`config.mk`:
```
export PLATFORM = sky130hd
export DESIGN_NAME = raac_queue
export DESIGN_NICKNAME = d
export VERILOG_FILES = /design/src/rtl/core/risk_adaptive_access_checker_core_defines.svh /design/src/rtl/core/raac_pkg.sv /design/src/rtl/core/raac_queue.sv
export SDC_FILE = /design/constraint.sdc
export NUM_CORES = 1
export LEC_CHECK = 0
export BUFFER_PORTS_ARGS = -buffer_cell sky130_fd_sc_hd__buf_2
export CORE_AREA = 2 2 57 80
export CTS_BUF_LIST = sky130_fd_sc_hd__clkbuf_16
export DETAILED_ROUTE_END_ITERATION = 7
export DIE_AREA = 0 0 59 82
export PLACE_DENSITY = 0.8
export SLEW_MARGIN = 20
export SYNTH_ARGS = -nofsm -noshare
export SYNTH_HDL_FRONTEND = slang
export SYNTH_SLANG_ARGS = --single-unit
```
`constraint.sdc`:
```
create_clock -name clk -period 1.75 [get_ports clk]
set_clock_uncertainty 0.05 [all_clocks]
set_input_delay 0.2625 -clock clk [delete_from_list [all_inputs] [get_ports clk]]
set_output_delay 0.2625 -clock clk [all_outputs]
set_load 0.01 [all_outputs]
```
`src/rtl/core/risk_adaptive_access_checker_core_defines.svh`:
```
// assertion macros used by the checker back end
`ifndef RISK_ADAPTIVE_ACCESS_CHECKER_CORE_DEFINES_SVH
`define RISK_ADAPTIVE_ACCESS_CHECKER_CORE_DEFINES_SVH

// same-cycle implication, checked out of reset
`define RAAC_ASSERT_IMP(lbl, ante, cons) \
  lbl: assert property (@(posedge clk) disable iff (!rst_n) (ante) |-> (cons)) \
    else $error("raac assertion failed");

// next-cycle implication, checked out of reset
`define RAAC_ASSERT_NXT(lbl, ante, cons) \
  lbl: assert property (@(posedge clk) disable iff (!rst_n) (ante) |=> (cons)) \
    else $error("raac assertion failed");

`endif

```
`src/rtl/core/raac_pkg.sv`:
```
// types, constants and lookup functions of the access checker
package raac_pkg;

  typedef struct packed {
    logic [1:0] kind;
    logic [7:0] slot;
    logic [2:0] role;
    logic [3:0] resource;
    logic [4:0] ops;
  } req_t;

  typedef struct packed {
    logic [1:0] status;
    logic [6:0] score_after;
    logic [2:0] risk_level;
    logic       needs_reauth;
  } rsp_t;

  typedef enum logic [1:0] {
    KIND_OPEN  = 2'd0,
    KIND_CLOSE = 2'd1,
    KIND_CHECK = 2'd2,
    KIND_RSVD  = 2'd3
  } kind_t;

  typedef enum logic [1:0] {
    CMD_OPEN,
    CMD_CLOSE,
    CMD_CHECK,
    CMD_BAD
  } cmd_t;

  typedef enum logic [1:0] {
    STAT_OK      = 2'd0,
    STAT_DENIED  = 2'd1,
    STAT_INVALID = 2'd2,
    STAT_CRIT    = 2'd3
  } stat_t;

  typedef enum logic [2:0] {
    LVL_MIN  = 3'd0,
    LVL_LOW  = 3'd1,
    LVL_MED  = 3'd2,
    LVL_HI   = 3'd3,
    LVL_CRIT = 3'd4
  } lvl_t;

  typedef enum logic [1:0] {
    BK_CLEAR,
    BK_IDLE,
    BK_EXEC
  } bk_state_t;

  // configuration register indexes
  localparam logic [2:0] CFG_LOW_THR  = 3'd0;
  localparam logic [2:0] CFG_MED_THR  = 3'd1;
  localparam logic [2:0] CFG_HI_THR   = 3'd2;
  localparam logic [2:0] CFG_CRIT_THR = 3'd3;
  localparam logic [2:0] CFG_DENY     = 3'd4;
  localparam logic [2:0] CFG_PRIV     = 3'd5;
  localparam logic [2:0] CFG_SENS_LIM = 3'd6;
  localparam logic [2:0] CFG_CONN_LIM = 3'd7;

  localparam logic [4:0] OP_R   = 5'd1;
  localparam logic [4:0] OP_W   = 5'd2;
  localparam logic [4:0] OP_X   = 5'd4;
  localparam logic [4:0] OP_D   = 5'd8;
  localparam logic [4:0] OP_ALL = 5'd31;

  localparam logic [3:0] RES_SENS_FILE  = 4'd1;
  localparam logic [3:0] RES_NETWORK    = 4'd3;
  localparam logic [3:0] RES_KERNEL_MOD = 4'd5;
  localparam logic [3:0] RES_PTRACE     = 4'd6;
  localparam logic [3:0] RES_SECRET     = 4'd7;

  localparam logic [6:0] SCORE_CAP = 7'd100;
  localparam logic [6:0] SENS_STEP = 7'd5;
  localparam logic [6:0] CONN_STEP = 7'd3;

  typedef struct packed {
    logic [6:0] low_thr;
    logic [6:0] med_thr;
    logic [6:0] hi_thr;
    logic [6:0] crit_thr;
    logic [6:0] deny_step;
    logic [6:0] priv_step;
    logic [7:0] sens_limit;
    logic [7:0] conn_limit;
  } cfg_t;

  // per-session record, the active bit lives apart
  typedef struct packed {
    logic [2:0] role;
    logic [6:0] score;
    logic [7:0] sens_cnt;
    logic [7:0] conn_cnt;
    logic       reauth;
  } sess_t;

  typedef struct packed {
    logic       present;
    logic [4:0] allow;
    lvl_t       max_lvl;
  } rule_t;

  function automatic lvl_t level_of(cfg_t c, logic [6:0] s);
    lvl_t l;
    if (s >= c.crit_thr)     l = LVL_CRIT;
    else if (s >= c.hi_thr)  l = LVL_HI;
    else if (s >= c.med_thr) l = LVL_MED;
    else if (s >= c.low_thr) l = LVL_LOW;
    else                     l = LVL_MIN;
    return l;
  endfunction

  function automatic logic [6:0] add_capped(logic [6:0] s, logic [6:0] step);
    logic [7:0] t;
    t = {1'b0, s} + {1'b0, step};
    return (t > {1'b0, SCORE_CAP}) ? SCORE_CAP : t[6:0];
  endfunction

  function automatic rule_t mk(logic [4:0] a, lvl_t l);
    rule_t r;
    r.present = 1'b1;
    r.allow   = a;
    r.max_lvl = l;
    return r;
  endfunction

  // fixed role by resource policy
  function automatic rule_t rule_lookup(logic [2:0] role, logic [3:0] res);
    rule_t r;
    r = '{present: 1'b0, allow: 5'd0, max_lvl: LVL_MIN};
    case (role)
      3'd0: begin
        case (res)
          4'd2, 4'd3: r = mk(OP_R, LVL_MIN);
          default:    ;
        endcase
      end
      3'd1: begin
        case (res)
          4'd2:    r = mk(OP_R, LVL_MED);
          4'd3:    r = mk(OP_R | OP_W | OP_X, LVL_MED);
          default: ;
        endcase
      end
      3'd2: begin
        case (res)
          4'd2:    r = mk(OP_R, LVL_MED);
          4'd3:    r = mk(OP_R | OP_W | OP_X, LVL_MED);
          4'd8:    r = mk(OP_R | OP_X, LVL_LOW);
          default: ;
        endcase
      end
      3'd3: begin
        case (res)
          4'd1:    r = mk(OP_R, LVL_LOW);
          4'd2:    r = mk(OP_R | OP_W, LVL_MED);
          4'd3:    r = mk(OP_R | OP_W | OP_X, LVL_MED);
          4'd4:    r = mk(OP_R | OP_W, LVL_LOW);
          4'd7:    r = mk(OP_R, LVL_MIN);
          4'd8:    r = mk(OP_R | OP_W | OP_X, LVL_MED);
          default: ;
        endcase
      end
      3'd4: begin
        case (res)
          4'd1, 4'd2, 4'd3, 4'd4, 4'd8: r = mk(OP_ALL, LVL_HI);
          4'd5, 4'd7:                   r = mk(OP_ALL, LVL_MED);
          default:                      ;
        endcase
      end
      default: ;
    endcase
    return r;
  endfunction

  typedef struct packed {
    cmd_t       cmd;
    logic [7:0] slot;
    logic [2:0] role;
    logic [3:0] resource;
    logic [4:0] ops;
  } job_t;

endpackage

```
`src/rtl/core/raac_queue.sv`:
```
// two-entry job queue between front and back
module raac_queue import raac_pkg::*; (
  input  logic clk,
  input  logic rst_n,
  input  logic push,
  input  job_t push_job,
  input  logic pop,
  output job_t head,
  output logic full,
  output logic empty
);

  job_t       mem_r [2];
  logic       wp_r, wp_nxt;
  logic       rp_r, rp_nxt;
  logic [1:0] cnt_r, cnt_nxt;

  assign head  = mem_r[rp_r];
  assign full  = cnt_r == 2'd2;
  assign empty = cnt_r == 2'd0;

  always_comb begin
    wp_nxt  = push ? !wp_r : wp_r;
    rp_nxt  = pop ? !rp_r : rp_r;
    cnt_nxt = cnt_r + {1'b0, push} - {1'b0, pop};
  end

  always_ff @(posedge clk) begin
    if (!rst_n) begin
      wp_r  <= 1'b0;
      rp_r  <= 1'b0;
      cnt_r <= 2'd0;
    end else begin
      wp_r  <= wp_nxt;
      rp_r  <= rp_nxt;
      cnt_r <= cnt_nxt;
    end
  end

  always_ff @(posedge clk) begin
    if (push) begin
      mem_r[wp_r] <= push_job;
    end
  end

endmodule

```
Word-level counts from Yosys, hierarchy flattened --
Memory sizes are Yosys's and may differ from the RTL's. A register that Yosys moved wholly into a read port is not among the register bits. Index checks and enable logic that the tools add are counted.
Word-level totals: register bits 4, bits in writable memories 44, input bits 26, output and inout port bits 24, word-level logic and storage cells 14, memories kept 1
Memories:
- mem_r | depth 2, width 22, rd ports 1, clocked after Yosys merged registers in 1, wr ports 1, line raac_queue.sv:13 | job_t mem_r [2];
Cells by class: add/subtract/negate cells 2, eq/ne operators 1, muxes and demuxes 4, reductions and logical operators 3
Operator list (number):
- two-way mux 1 bit | 4
- adder 2 x 1 -> 2 bit | 1
- == test 2 bit, second input constant | 1
- logical NOT 1 bit | 2
- logical NOT 2 bit | 1
- subtractor 2 x 1 -> 2 bit | 1

Logic depth before layout (Yosys ltp) --
Gate-level depths: netlist of run 1.
depth in word-level cells 3, depth in mapped cells 6, mapped depth without buffers 6

Worst setup path before layout of run 1 --
OpenSTA, ideal clock, no wires.
kind register to register, start point register wp_r, end point memory mem_r[0][0] (netlist bit), enable pin, setup time 405 ps, arrival 1340 ps, required time 1295 ps, slack -45 ps, cell stages (with the launch flop) 2, buffers on the path 0, clock period less this slack 1795 ps, cells stage by stage dfxtp_1 nor2b_1
RTL lines:
- start: declaration | line raac_queue.sv:14 | logic wp_r, wp_nxt;
- start signal: assignment | line raac_queue.sv:34 | wp_r <= wp_nxt;
- end: declaration | line raac_queue.sv:13
Straight into the memory's write port.

==> impl_metrics.csv, run 1 <==
group,metric,value,unit
worst_setup_path,slowest_stage,"mux2_2",
cts,cts_sinks,49,
worst_setup_path,crit_path_end_kind,"output port",
worst_setup_path,startpoint_type,"flop",
global_routing,grt_max_degree,17,
placement,place.gp.congestion,0.666,
global_routing,first_global_vias,965,
drt,ant_nets,0,
drt,drt_iter0_drc,16,
sta,worst_pin_slew,0.210,ns
cts,cts_resized,0,
synth,syn_inst,89,
die,rows,28,
layout,layout-drive-gt1-share,0.573,
worst_setup_path,crit_type,"flop to output port",
cts,htreeDepth,2,
worst_hold_path,hp-class,"input pin to flop",
worst_setup_path,path_cells,"buf_4, mux2_2, buf_2",
layout,final_nets,177,
drt,drc,0,
status,status,"finished clean",
die,die_w,59,µm
cts,clk_path_buf_depth,2,
worst_setup_path,cpLargestDelayFamily,"buffers and inverters",
die,core,4130,µm²
sta,tns,0,ns
synth,netlist_area,1820,µm²
layout,fill_cells,332,
sta,slew_violations,0,
die,pin_count,50,
sta,setup_viol,0,
sta,slew_headroom,0.860,
synth,syn_nets,117,
synth,avgSynthCellArea,20.4,µm²
sta,max_freq,0.604,GHz
cts,holdBufCountCts,0,
global_routing,grt_usage,0.120,
die,start_util,0.439,
worst_setup_path,cpPeakStageDelay,0.37,ns
sta,setup_ws,0.0956,ns
placement,dp_slack,0.259,ns
cts,worst_skew_pair.late_latency,0.28,ns
layout,synthToLayoutAreaGrowth,28.4,%
placement,port_buffers,49,
die,die_h,82,µm
drt,routed_via_density,4.84,
worst_setup_path,worst-path-buf-inv,2,
synth,synth-seq-cells,49,
layout,fin_util,0.564,
global_routing,overflow,0,
placement,hpwl,2040,µm
global_routing,antenna_found_initial,0,
cts,postCtsSetupBuffers,0,
synth,synth_warnings,0,
pwr,ir_drop,0.000674,V
worst_setup_path,required,1.44,ns
cts,clk_pin_slew,0.06,ns
sta,hold_viol,0,
drt,firstDrtPassIters,3,
sta,hold_ws,0.122,ns
synth,yosysUniqueCellTypes,12,
synth,seq_area_frac_synth,0.782,
drt,routedWlPerCell,14.1,µm
drt,vias,943,
drt,drt-total-wl,2760,µm
global_routing,grt_first_pass_wirelength,4170,µm
cts,cts_root_buffer,"clkbuf_16",
sta,rsz0062_at_grt,"false",
worst_setup_path,cp_max_fo,16,
cts,cts_tree,"done",
worst_setup_path,critical_path_arrival,1.34,ns
sta,finalCritPeriodShare,0.945,
layout,n_antenna_cell,0,
pwr,pwr_density_cell,1220,nW/µm²
job,maxCapViolCount,0,
pwr,leakage,0.922,nW
sta,min_period,1.65,ns
cts,numCtsBuffers,5,
die,dieArea,4840,µm²
-- state kept, by name, indices dropped and copies added (netlist names), named ones only --
| signal | cells |
|---|---|
| rp_r | 1 |
| cnt_r | 2 |
| wp_r | 1 |
| mem_r | 44 |
-- layer usage --
layer,global-route usage,up-vias,wire length [µm]
met3,0.0346,4,119
met5,0,-,0
met1,0.110,455,941
met2,0.230,28,1660
met4,0.0591,0,35
li1,-,456,-
-- Yosys cell counts --
cell type  instances  area, µm²
ha_1               2       25.0
nor2_1             1       3.75
buf_6              2       22.5
nor2b_1            4       25.0
dfxtp_1            5        100
inv_1              2       7.51
o21a_1             1       7.51
edfxtp_1          44       1320
and2_1             4       25.0
xor2_1             1       8.76
mux2_2            22        248
xnor3_1            1       22.5
-- worst reg2reg max path, cell delays in order (launching register included) --
cell,delay [ns]
dfxtp_1,0.36
inv_1,0.06
ha_1,0.27
inv_1,0.06
ha_1,0.14
xnor3_1,0.38
nor2b_1,0.11
-- where the power goes --
| group | switching [mW] | leakage [nW] | total [mW] | internal [mW] |
|---|---|---|---|---|
| Combinational | 0.145 | 0.373 | 0.311 | 0.166 |
| Clock | 0.352 | 0.0938 | 1.17 | 0.814 |
| Sequential | 0.0244 | 0.455 | 1.38 | 1.35 |
| Total | 0.521 | 0.922 | 2.85 | 2.33 |
-- stage by stage --
step	std cells	power [mW]	instance area, µm²
floorplan	89	1.59	1820
global placement	187	1.70	2140
detailed placement	187	1.72	2140
CTS	195	2.89	2330
global route	195	2.96	2330
finish	195	2.85	2330
-- cell type report --
cell class,instances,area (µm²),area share
clock buffer,5,125,0.0536
clock inverter,3,65.1,0.0279
inverter,2,7.51,0.00322
multi-input combinational,36,368,0.158
sequential,49,1420,0.609
tap,45,56.3,0.0241
timing repair buffer,55,290,0.124
-- cell usage in the layout (no fill, tap or decap), drive strengths merged --
master	instances
buf	55
edfxtp	44
mux2	22
dfxtp	5
clkbuf	5
and2	4
nor2b	4
inv	2
ha	2
bufinv	2
nor2	1
xor2	1
o21a	1
xnor3	1
clkinv	1
-- worst paths after layout --
path,startpoint,end,slack (ns),cells past startpoint
setup / recovery,flop,head[0],0.1,3
hold reg to reg,rp_r,flop,0.53,2
hold / removal,push_job[16],mem_r[1][16],0.12,1
setup reg to reg,cnt_r[0],cnt_r[1],0.26,6
-- cells by family (layout without fill, tap and decap cells) --
kind of cell	count (synthesis)	in the layout	synth area share
DFF	49	49	0.782
xor gates and xnor gates	2	2	0.0172
and+or+nand+nor	9	9	0.0296
adders and majority gates	2	2	0.0138
muxes	22	22	0.136
AOI/OAI and AO/OA	1	1	0.00413
buffers and inverters	4	65	0.0165
(Power assumes the default switching activity.)
==> run 2: changes to the inputs <==
Settings changed: CORE_AREA 2 2 57 80 to 2 2 79 58, DIE_AREA 0 0 59 82 to 0 0 81 60.
==> impl_metrics.csv, run 2 (synthesis gave the netlist of run 1 again) <==
group,metric,value,unit
worst_hold_path,hp-class,"input pin to flop",
drt,routedWlPerCell,13.7,µm
placement,place.gp.congestion,0.707,
sta,slew_violations,0,
worst_setup_path,required,1.44,ns
drt,drc,0,
sta,finalCritPeriodShare,0.926,
cts,clk_path_buf_depth,2,
die,dieArea,4860,µm²
sta,rsz0062_at_grt,"false",
die,die_w,81,µm
worst_setup_path,critical_path_arrival,1.31,ns
cts,htreeDepth,2,
global_routing,grt_first_pass_wirelength,4280,µm
drt,firstDrtPassIters,4,
layout,reg_top3,"mem_r x44, cnt_r x2",
layout,fin_util,0.550,
drt,drt-total-wl,2760,µm
cts,clk_pin_slew,0.06,ns
global_routing,grt_usage,0.125,
worst_setup_path,startpoint_type,"flop",
global_routing,antenna_found_initial,0,
global_routing,grt_max_degree,23,
cts,worst_skew_pair.late_latency,0.27,ns
layout,synthToLayoutAreaGrowth,25.8,%
die,pin_count,50,
global_routing,overflow,0,
worst_setup_path,slowest_stage,"dfxtp_1",
worst_setup_path,r2r-start,"cnt_r[0]",
cts,postCtsSetupBuffers,0,
cts,cts_sinks,49,
layout,fin_cells,202,
placement,hpwl,2030,µm
sta,setup_viol,0,
cts,numCtsBuffers,5,
drt,routed_via_density,4.57,
drt,vias,924,
placement,dp.cells,195,
sta,worst_pin_slew,0.292,ns
layout,layout-drive-gt1-share,0.551,
worst_setup_path,path_cells,"buf_12, mux2_2, buf_2",
placement,port_buffers,49,
worst_setup_path,cp-endpoint,"head[5]",
worst_setup_path,crit_type,"flop to output port",
worst_setup_path,crit_path_end_kind,"output port",
layout,fill_cells,364,
layout,multiInputGateArea,368,µm²
job,maxCapViolCount,0,
sta,hold_ws,0.126,ns
cts,holdBufCountCts,0,
die,rows,20,
sta,min_period,1.62,ns
sta,hold_viol,0,
layout,largest_register_ffs,44,
layout,layout_common_cells,"buf_2 (49), edfxtp_1 (44), mux2_2 (22), dfxtp_1 (5), clkbuf_16 (5)",
worst_setup_path,cp_max_fo,22,
die,start_util,0.437,
sta,setup_ws,0.130,ns
sta,max_freq,0.617,GHz
worst_setup_path,r2r-end,"cnt_r[1]",
cts,cts_root_buffer,"clkbuf_16",
drt,drt_iter0_drc,40,
cts,cts_tree,"done",
status,status,"finished clean",
drt,ant_nets,0,
cts,cts_resized,0,
sta,slew_headroom,0.806,
worst_setup_path,cpPeakStageDelay,0.36,ns
pwr,ir_drop,0.000565,V
placement,dp_slack,0.229,ns
layout,n_antenna_cell,0,
pwr,pwr_density_cell,1110,nW/µm²
worst_setup_path,reg2regPathDepth,6,
worst_setup_path,reg2reg_slack,0.25,ns
die,die_h,60,µm
global_routing,first_global_vias,973,
sta,tns,0,ns
layout,final_nets,175,
layout,register_area,1420,µm²
layout,regMostFlops,"mem_r",
layout,final_common_cell,"buf_2",
die,core,4150,µm²
pwr,leakage,0.890,nW
==> run 2: cell types whose count changed in the layout (fill, tap and decap cells not counted) <==
cell and change:
buf_4 -3, clkinv_2 -1, bufinv_16 -2, inv_1 +1
clkinv_1 +1, buf_12 +1
==> run 2: cell type report <==
| class | count | area share |
|---|---|---|
| Clock buffer | 5 | 0.0547 |
| Clock inverter | 2 | 0.00328 |
| Inverter | 2 | 0.00328 |
| Multi-Input combinational cell | 36 | 0.161 |
| Sequential cell | 49 | 0.622 |
| Tap cell | 55 | 0.0301 |
| Timing Repair Buffer | 53 | 0.126 |
==> run 2: through the flow <==
| step | instance area, µm² | power [mW] |
|---|---|---|
| floorplan | 1820 | 1.59 |
| finish | 2290 | 2.54 |
| CTS | 2290 | 2.58 |
| global route | 2290 | 2.65 |
| global placement | 2150 | 1.70 |
| detailed placement | 2150 | 1.72 |
==> run 2: layer usage <==
layer,vias up,global-route usage,share of wire
li1,453,-,-
met2,28,0.234,0.55
met3,0,0.0483,0.066
met4,0,0.0436,0
met5,-,0,0
met1,443,0.129,0.38
==> run 2: report_power, final <==
part | switching (mW) | internal, mW
combinational | 0.147 | 0.168
clock | 0.337 | 0.510
sequential | 0.0236 | 1.35
total | 0.507 | 2.03
==> run 2: critical path, delay by kind of cell (launching register included) <==
kind,cells,cell delay (ns)
buffers and inverters,2,0.32
muxes,1,0.35
DFF,1,0.36
==> run 2: how the worst min path moves through the flow <==
stage | from | endpoint | slack (ns) | cells past startpoint
5_1_grt | push_job[19] | mem_r[0][19] | 0.12 | 1
2_1_floorplan | push_job[0] | mem_r[0][0] | 0.31 | 0
4_1_cts | push_job[21] | mem_r[1][21] | 0.12 | 1
3_5_place_dp | push_job[21] | mem_r[1][21] | 0.41 | 1
3_3_place_gp | push_job[20] | mem_r[0][20] | 0.40 | 1
6_report | push_job[21] | mem_r[1][21] | 0.13 | 1
==> run 3: changes to the inputs <==
Settings changed: CAP_MARGIN set to 20, RECOVER_POWER set to 25.
==> impl_metrics.csv, run 3 (synthesis gave the netlist of run 1 again) <==
group,metric,value,unit
status,status,"finished clean",
layout,final_common_cell,"edfxtp_1",
drt,drc,0,
layout,final_cell_area,2280,µm²
die,core,4150,µm²
layout,layout_common_cells,"edfxtp_1 (44), buf_2 (43), mux2_2 (22), clkbuf_1 (6)",
sta,max_freq,0.617,GHz
worst_hold_path,hp-class,"input pin to flop",
worst_setup_path,crit_path_end_kind,"output port",
placement,postPlaceCellArea,2150,µm²
cts,cts_tree,"done",
cts,numCtsBuffers,5,
layout,regMostFlops,"mem_r",
cts,worst_skew_pair.late_latency,0.27,ns
job,maxCapViolCount,0,
cts,cts_sinks,49,
layout,fill_cells,365,
cts,cts_root_buffer,"clkbuf_16",
pwr,ir_drop,0.000564,V
placement,dp.cells,195,
die,start_util,0.437,
pwr,power.total,2.53,mW
global_routing,first_global_vias,973,
cts,clk_path_buf_depth,2,
placement,hpwl,2030,µm
placement,port_buffers,49,
layout,reg_top3,"mem_r x44, cnt_r x2",
worst_setup_path,crit_type,"flop to output port",
drt,vias,922,
worst_setup_path,critical_path_arrival,1.31,ns
sta,setup_viol,0,
worst_setup_path,startpoint_type,"flop",
sta,slew_headroom,0.806,
layout,synthToLayoutAreaGrowth,25.4,%
die,die_w,81,µm
cts,cts_resized,0,
layout,largest_register_ffs,44,
sta,min_period,1.62,ns
drt,drt_iter0_drc,40,
layout,final_nets,175,
placement,place.gp.congestion,0.707,
global_routing,grt_max_degree,23,
layout,n_antenna_cell,0,
global_routing,grt_first_pass_wirelength,4280,µm
cts,postCtsSetupBuffers,0,
pwr,leakage,0.873,nW
die,die_h,60,µm
drt,drt-total-wl,2770,µm
drt,routedWlPerCell,13.7,µm
sta,rsz0062_at_grt,"false",
sta,tns,0,ns
cts,htreeDepth,2,
worst_setup_path,cp_max_fo,22,
drt,ant_nets,0,
layout,layout-drive-gt1-share,0.510,
sta,slew_violations,0,
pwr,pwr_density_cell,1110,nW/µm²
sta,setup_ws,0.130,ns
global_routing,overflow,0,
placement,dp_slack,0.229,ns
global_routing,grt_usage,0.125,
drt,routed_via_density,4.56,
die,rows,20,
sta,worst_pin_slew,0.292,ns
sta,finalCritPeriodShare,0.926,
layout,fin_cells,202,
global_routing,antenna_found_initial,0,
drt,firstDrtPassIters,4,
cts,holdBufCountCts,0,
die,dieArea,4860,µm²
cts,clk_pin_slew,0.06,ns
sta,hold_viol,0,
die,pin_count,50,
worst_setup_path,required,1.44,ns
run 3: final cells by class:
class | instances | area (µm²) | area share
Sequential cell | 49 | 1420 | 0.624
Inverter | 2 | 7.51 | 0.00329
Tap cell | 55 | 68.8 | 0.0302
Clock inverter | 2 | 7.51 | 0.00329
Multi-Input combinational cell | 36 | 368 | 0.161
Timing Repair Buffer | 53 | 280 | 0.123
Clock buffer | 5 | 125 | 0.0549
run 3: worst paths after layout:
check | slack, ns | startpoint | end | cells past startpoint
setup / recovery | 0.13 | flop | head[5] | 3
hold / removal | 0.13 | push_job[10] | mem_r[1][10] | 1
setup reg to reg | 0.25 | cnt_r[0] | cnt_r[1] | 6
hold reg to reg | 0.54 | rp_r | flop | 2
run 3: per-stage QoR:
stage	utilization	hold WS [ns]
after floorplan	-	0.311
after global placement	0.518	0.400
after detailed placement	0.518	0.406
after CTS	0.550	0.117
after global routing	0.548	0.120
final	0.548	0.127
run 3: worst max-delay path: stages, from the launching register on:
cell and delay [ns]:
dfxtp_1 0.36, buf_12 0.18, mux2_2 0.35, buf_2 0.14
run 3: power breakdown:
part	internal (mW)	switching (mW)	total (mW)
Sequential	1.35	0.0236	1.37
Combinational	0.166	0.147	0.313
Clock	0.510	0.337	0.847
run 3: routing by layer:
| layer | global-route usage | part of all wire | up-vias |
|---|---|---|---|
| li1 | - | - | 453 |
| met1 | 0.129 | 0.38 | 441 |
| met2 | 0.234 | 0.55 | 28 |
| met3 | 0.0483 | 0.072 | 0 |
| met4 | 0.0436 | 0 | 0 |
| met5 | 0 | 0 | - |
